===== src/sv/psab_pkg.sv =====
`default_nettype none

package psab_pkg;

  localparam int unsigned CFG_IDX_W  = 1;
  localparam int unsigned CFG_DATA_W = 9;
  localparam int unsigned LIN_W      = 17;

  localparam logic [CFG_IDX_W-1:0]  CFG_IMAGE_WIDTH  = 1'b0;
  localparam logic [CFG_IDX_W-1:0]  CFG_IMAGE_HEIGHT = 1'b1;
  localparam logic [CFG_DATA_W-1:0] DIM_RESET        = 9'd256;

  typedef enum logic [1:0] {
    OP_ACC  = 2'd0,
    OP_RES  = 2'd1,
    OP_READ = 2'd2,
    OP_NOP  = 2'd3
  } op_e;

  typedef enum logic [1:0] {
    ST_OK    = 2'd0,
    ST_RANGE = 2'd1,
    ST_SAT   = 2'd2
  } status_e;

  typedef enum logic [2:0] {
    S_CLEAR,
    S_IDLE,
    S_LOOK,
    S_EXEC,
    S_DIV,
    S_WB,
    S_RESP
  } state_e;

  typedef struct packed {
    logic [1:0] operation;
    logic [7:0] column;
    logic [7:0] row_index;
    logic [7:0] in_red;
    logic [7:0] in_green;
    logic [7:0] in_blue;
  } in_t;

  typedef struct packed {
    logic [7:0] out_red;
    logic [7:0] out_green;
    logic [7:0] out_blue;
    logic [1:0] status;
  } out_t;

  typedef struct packed {
    logic load;
    logic look;
    logic acc_wr;
    logic div_start;
    logic div_step;
    logic wb_wr;
    logic clr;
    logic out_load;
  } cmd_t;

  typedef struct packed {
    logic [1:0] op;
    logic       oor;
    logic       cnt_zero;
    logic       div_last;
    logic       clr_last;
    logic       out_free;
  } sts_t;

endpackage

`default_nettype wire


===== src/sv/psab_ctrl.sv =====
`default_nettype none

module psab_ctrl (
  input  wire logic            clk_i,
  input  wire logic            rst_ni,
  input  wire logic            in_valid_i,
  output logic                 in_ready_o,
  input  wire psab_pkg::sts_t  sts_i,
  output psab_pkg::cmd_t       cmd_o
);

  import psab_pkg::*;

  state_e state_q, state_d;
  logic   do_div;

  assign do_div = (sts_i.op == OP_RES) && !sts_i.oor && !sts_i.cnt_zero;

  always_comb begin
    state_d = state_q;
    case (state_q)
      S_CLEAR: if (sts_i.clr_last) state_d = S_IDLE;
      S_IDLE:  if (in_valid_i) state_d = S_LOOK;
      S_LOOK:  state_d = S_EXEC;
      S_EXEC:  state_d = do_div ? S_DIV : S_RESP;
      S_DIV:   if (sts_i.div_last) state_d = S_WB;
      S_WB:    state_d = S_RESP;
      S_RESP:  if (sts_i.out_free) state_d = S_IDLE;
      default: state_d = S_CLEAR;
    endcase
  end

  always_comb begin
    cmd_o      = '0;
    in_ready_o = 1'b0;
    case (state_q)
      S_CLEAR: cmd_o.clr = 1'b1;
      S_IDLE: begin
        in_ready_o = 1'b1;
        cmd_o.load = in_valid_i;
      end
      S_LOOK: cmd_o.look = 1'b1;
      S_EXEC: begin
        cmd_o.acc_wr    = (sts_i.op == OP_ACC) && !sts_i.oor;
        cmd_o.div_start = do_div;
      end
      S_DIV:   cmd_o.div_step = 1'b1;
      S_WB:    cmd_o.wb_wr = 1'b1;
      S_RESP:  cmd_o.out_load = sts_i.out_free;
      default: cmd_o = '0;
    endcase
  end

  always_ff @(posedge clk_i or negedge rst_ni) begin
    if (!rst_ni) begin
      state_q <= S_CLEAR;
    end else begin
      state_q <= state_d;
    end
  end

endmodule

`default_nettype wire


===== config.mk =====
export PLATFORM = sky130hd
export DESIGN_NAME = psab_ctrl
export DESIGN_NICKNAME = d
export VERILOG_FILES = /design/src/sv/psab_pkg.sv /design/src/sv/psab_ctrl.sv
export SDC_FILE = /design/constraint.sdc
export NUM_CORES = 1
export LEC_CHECK = 0
export CAP_MARGIN = 5
export CORE_AREA = 2 2 39 41
export CTS_BUF_LIST = sky130_fd_sc_hd__clkbuf_2 sky130_fd_sc_hd__clkbuf_4 sky130_fd_sc_hd__clkbuf_8
export CTS_CLUSTER_SIZE = 14
export DETAILED_ROUTE_END_ITERATION = 10
export DIE_AREA = 0 0 41 43
export DONT_BUFFER_PORTS = 1
export REMOVE_ABC_BUFFERS = 1
export SLEW_MARGIN = 10
export SYNTH_ARGS = -nofsm -noshare
export SYNTH_HDL_FRONTEND = slang
export SYNTH_SLANG_ARGS = --single-unit
export TNS_END_PERCENT = 20

===== constraint.sdc =====
create_clock -name clk_i -period 1.05 [get_ports clk_i]
set_input_delay 0.0525 -clock clk_i [delete_from_list [all_inputs] [get_ports clk_i]]
set_output_delay 0.0525 -clock clk_i [all_outputs]
set_load 0.02 [all_outputs]

==> results of run 1 <==
[cells in the final DEF (no fill, tap or decap), drive strengths merged]
cell,instances
nand2,1
o41ai,1
o21ai,1
and3,1
and2,1
nand3,1
a22o,1
dfrtp,3
clkbuf,4
mux2,1
nand2b,1
o311ai,1
nor3b,3
buf,16
inv,2
o22ai,2
nor3,1
and2b,2
nor2,4
nor2b,1
nand3b,1
dlygate4sd3,4
[worst paths after layout]
check / startpoint / to / slack, ns / depth (start not counted)
min in group asynchronous: rst_ni / state_q[1]$_DFFE_PN0P_ / 0.08 / 1
max in group asynchronous: rst_ni / state_q[0]$_DFFE_PN0P_ / 0.80 / 1
worst min-delay path: sts_i[0] / state_q[0]$_DFFE_PN0P_ / 0.02 / 2
worst max-delay path: state_q[2]$_DFFE_PN0P_ / cmd_o[5] / -0.20 / 4
worst max register to register: state_q[2]$_DFFE_PN0P_ / state_q[0]$_DFFE_PN0P_ / -0.17 / 4
worst min register to register: state_q[2]$_DFFE_PN0P_ / state_q[0]$_DFFE_PN0P_ / 0.62 / 3
[layer usage]
metal	part of all wire [%]	GRT usage (%)	up-vias
met2	49	15.31	15
met1	41	12.99	150
met3	9.9	6.806	0
met4	0	4.000	0
met5	0	0	-
li1	-	-	156
[kinds of logic (layout without fill, tap and decap cells)]
logic type | count (synthesis) | after routing | synth area share [%]
multiplexers | 1 | 1 | 4.128
flip-flops | 3 | 3 | 27.52
buffers and inverters | 5 | 26 | 11.47
AO/OA/AOI/OAI | 6 | 6 | 18.81
AND/OR/NAND/NOR | 17 | 17 | 38.07
[power groups by stage]
stage / Combinational (uW) / Clock [uW] / Sequential (uW)
CTS: 1010 / 232 / 264
floorplan: 425 / 0 / 293
global placement: 795 / 0 / 275
global route: 1090 / 241 / 278
finish: 1000 / 227 / 265
detailed placement: 803 / 0 / 275
[what timing repair did]
item                       4_1_cts  5_1_grt
hold endpoints to repair         5        0
hold buffers                     4        0
setup endpoints to repair       11       12
setup buffers                    3        0
pin swaps                        6        2
gates resized for setup         11        2
[critical path: stages (launching register included)]
cell and delay, ns:
dfrtp_1 0.40, and2b_2 0.25, nand3_2 0.07, nor2_1 0.09
buf_4 0.14
[final cells by class]
class                      count  area [sq um]
clock buffer                   4         30.03
inverter                       2         10.01
multi-input combinational     24         203.9
fill                         145         879.6
sequential                     3         76.32
timing repair buffer          20         163.9
tap                           16         20.02
[stage by stage]
step,std cells,setup TNS [ns]
after floorplan,29,-0.6965
after global placement,58,-0.2021
after detailed placement,58,-0.3359
after CTS,69,-1.714
after global routing,69,-2.325
final,69,-1.620
==> results.yml, run 1 <==
outcome:
  outcome: "finished with violations"
  violations: "setup timing"
synth:
  ys_warn_count: 0
  ys_seq_elements: 3
  synth_area_per_cell_sq_um: 8.524
  yosysTopAreaCell: "dfrtp_1"
  syn_area_sq_um: 272.8
  synthArstFlopShare_pct: 100.0
  ys_top_cells_by_count: "nor2_1 (4), dfrtp_1 (3)"
  synth-edff-count: 0
  yosys.area.top_type_share_pct: 27.52
  syn_inst: 32
  yosys-top-cells-area: "dfrtp_1 (28%), o41ai_2 (6.0%), and2b_1 (5.5%)"
  ys.flop_type: "dfrtp_1"
  seq_area_frac_synth_pct: 27.52
  synth_most_common_cell: "nor2_1"
  synth_cell_type_count: 23
clock_tree:
  clk_pin_slew_ns: 0.03
  clock_sinks: 3
  insertion_delay_ns: 0.23
  htreeDepth: 1
  cts-buffers-inserted: 3
  cts_tree: "built"
  clk_path_buf_depth: 2
  root_buffer: "clkbuf_4"
final_layout:
  n_antenna_cell: 0
  drive_gt1_share_pct: 64.15
  largestRegisters: "state_q x3"
  fin_nets: 64
  largest_reg_flops: 3
  final_util_pct: 36.44
  design_area_sq_um: 504.2
  regMostFlops: "state_q"
  area_growth_pct: 84.86
grt:
  antenna_found_initial: 0
  grt_max_degree: 8
  grt-ovfl-total: 0
  grtUsageTotal_pct: 10.88
  first_global_vias: 301
  grt_pass1_wl_um: 1235
worst_hold_path:
  hold_path_class: "input port to flop"
sta:
  rsz0062_at_grt: "yes"
  fin_hold_ws_ns: 0.02037
  setup_slack_ns: -0.1978
  min_period_over_period_pct: 118.8
  fin_worst_skew_ns: 0.003955
  worstMarginPinSlew_ns: 0.2384
  hold_viol_final: 0
  fin_crit_ns: 1.248
  slew_headroom_pct: 83.93
  setup_viol: 12
  fmax_mhz: 801.4
  drv_slew: 0
power_and_ir_drop:
  p_clk_share_pct: 15.2
  comb_power_share_pct: 67.0
  p_per_area_nw_per_um2: 2963
  p_int_uw: 896.4
  cellLeakagePower_uw: 0.0002225
  ir_worst_vdd_mv: 1.560
  p_sw_uw: 597.7
  seqPwrFrac_pct: 17.8
  switching_share_pct: 40.00
  finalPower_uw: 1494
setup_path:
  worst-setup-path-type: "flop to primary output"
  critical_path_arrival_ns: 1.20
  crit_required_ns: 1.00
  path_max_fanout: 4
  worstSetupEndpointType: "primary output"
  cp-start-kind: "flop"
floorplanning:
  ios: 19
  core-area_sq_um: 1384
  die_area_sq_um: 1763
  rows: 14
  initial_utilization_pct: 19.71
  dieHeight_um: 43
  die_w_um: 41
place:
  io_buffers: 0
  place_area_sq_um: 369.1
  pre_cts_ws_ns: -0.1254
  routabilityCongestion: 0.7617
job:
  maxCapViolCount: 0
detailed_routing:
  drt-initial-drc-count: 4
  drc: 0
  routed_wl_um: 750
  viasPerCell: 4.652
  routedWlPerCell_um: 10.87
  antenna_left: 0
  drt_first_pass_iters: 4
  dr_total_vias: 321
(Power assumes the default switching activity.)
==> run 2: changes to the inputs <==
Settings changed: SLEW_MARGIN 10 to 30.
Clock period 1.05 ns to 1.3 ns, I/O delays scaled along.
==> results.yml, run 2 (synthesis results as in run 1) <==
place:
  pre_cts_ws_ns: 0.09871
  routabilityCongestion: 0.7817
  place_area_sq_um: 339.1
  dp_cells: 54
  io_buffers: 0
  hpwlAfterDp_um: 555.2
detailed_routing:
  viasPerCell: 4.641
  routed.top_layer: "met4"
  dr_total_vias: 297
  routedWlPerCell_um: 11.98
  drt_first_pass_iters: 4
  routed_wl_um: 767
  wl_met1_um: 288
  drc: 0
  wl_met2_um: 359
  wl_met3_um: 75
  antenna_left: 0
  drt-initial-drc-count: 2
setup_path:
  critical_path_arrival_ns: 1.24
  cp_cell_sequence: "and2b_1 -> nor2b_1 -> buf_4"
  cp-start-kind: "flop"
  crit_slowest_cell: "dfrtp_2"
  worstSetupEndpointType: "primary output"
  slowest_delay_ns: 0.47
  crit_required_ns: 1.24
  worst-setup-path-type: "flop to primary output"
  path_max_fanout: 9
final_layout:
  fin_nets: 59
  design_area_sq_um: 451.7
  final_cell_mix: "buf_4 (10), clkbuf_4 (4), dlygate4sd3_1 (4)"
  regMostFlops: "state_q"
  n_antenna_cell: 0
  largest_reg_flops: 3
  final_common_cell: "buf_4"
  area_growth_pct: 65.60
  largestRegisters: "state_q x3"
  finalNonFillerCells: 64
  drive_gt1_share_pct: 58.33
clock_tree:
  cts_tree: "built"
  htreeDepth: 1
  cts-buffers-inserted: 3
  root_buffer: "clkbuf_4"
  clock_sinks: 3
  clk_path_buf_depth: 2
  clk_pin_slew_ns: 0.04
  insertion_delay_ns: 0.24
floorplanning:
  initial_utilization_pct: 19.71
  die_w_um: 41
  rows: 14
  core-area_sq_um: 1384
  ios: 19
  die_area_sq_um: 1763
  dieHeight_um: 43
sta:
  min_period_over_period_pct: 100.1
  setup_tns_ns: -0.002099
  fin_crit_ns: 1.301
  slew_headroom_pct: 83.89
  worstMarginPinSlew_ns: 0.2378
  drv_slew: 0
  rsz0062_at_grt: "yes"
  fmax_mhz: 768.5
  hold_viol_final: 0
  fin_worst_skew_ns: 0.004091
  setup_viol: 2
  setup_slack_ns: -0.001192
outcome:
  violations: "setup timing"
  outcome: "finished with violations"
grt:
  grt-ovfl-total: 0
  antenna_found_initial: 0
  grtUsageTotal_pct: 11.16
  first_global_vias: 270
  grt_max_degree: 10
  grt_pass1_wl_um: 1186
power_and_ir_drop:
  ir_worst_vdd_mv: 0.7323
  p_per_area_nw_per_um2: 2368
  cellLeakagePower_uw: 0.0001897
job:
  maxCapViolCount: 0
worst_hold_path:
  hold_path_class: "input port to flop"
run 2: final timing paths:
path                                        startpoint                endpoint  slack, ns  depth (start not counted)
worst max-delay path            state_q[0]$_DFFE_PN0P_                cmd_o[6]     -0.001                          3
worst min-delay path                        in_valid_i  state_q[1]$_DFFE_PN0P_       0.04                          2
worst max register to register  state_q[2]$_DFFE_PN0P_  state_q[0]$_DFFE_PN0P_       0.09                          4
worst min register to register  state_q[2]$_DFFE_PN0P_  state_q[2]$_DFFE_PN0P_       0.57                          1
max in group asynchronous                       rst_ni  state_q[2]$_DFFE_PN0P_       1.05                          1
min in group asynchronous                       rst_ni  state_q[0]$_DFFE_PN0P_       0.08                          1
run 2: per-layer routing:
| metal | up-vias | GRT usage [%] |
|---|---|---|
| met5 | - | 0 |
| met4 | 0 | 14.00 |
| met3 | 5 | 4.188 |
| met2 | 16 | 13.75 |
| met1 | 132 | 12.26 |
| li1 | 144 | - |
run 2: area by class of cell:
cell class | instances | area (sq um)
Fill cell | 157 | 932.1
Multi-Input combinational cell | 24 | 186.4
Timing Repair Buffer | 15 | 126.4
Sequential cell | 3 | 78.83
Clock buffer | 4 | 30.03
Tap cell | 16 | 20.02
Inverter | 2 | 10.01
run 2: stage by stage:
stage	power [uW]	hold slack, ns	utilization [%]
2_1_floorplan	579.5	-0.2306	-
3_3_place_gp	769.9	-0.2305	24.50
3_5_place_dp	786.1	-0.2305	24.50
4_1_cts	1068	0.03288	31.56
5_1_grt	1159	0.03202	32.64
6_report	1070	0.03575	32.64
run 2: worst max-delay path: cells and delay by family (launching register included):
| family | cells | cell delay [ns] |
|---|---|---|
| buffers and inverters | 1 | 0.14 |
| DFF | 1 | 0.47 |
| and+or+nand+nor | 2 | 0.38 |
run 2: repair_timing:
action | CTS | global route
hold buffers | 4 | 0
pin swaps | 0 | 2
resized for setup | 7 | 4
buffers inserted | 2 | 0
hold endpoints to repair | 5 | 0
setup endpoints to repair | 7 | 7
gates cloned | 0 | 0
run 2: power breakdown:
group / leakage, uW / internal (uW) / switching, uW / total (uW)
sequential: 0.0000332 / 151 / 105 / 256
clock: 0.0000184 / 136 / 53.4 / 190
combinational: 0.000138 / 331 / 293 / 624
total: 0.000190 / 618 / 451 / 1070
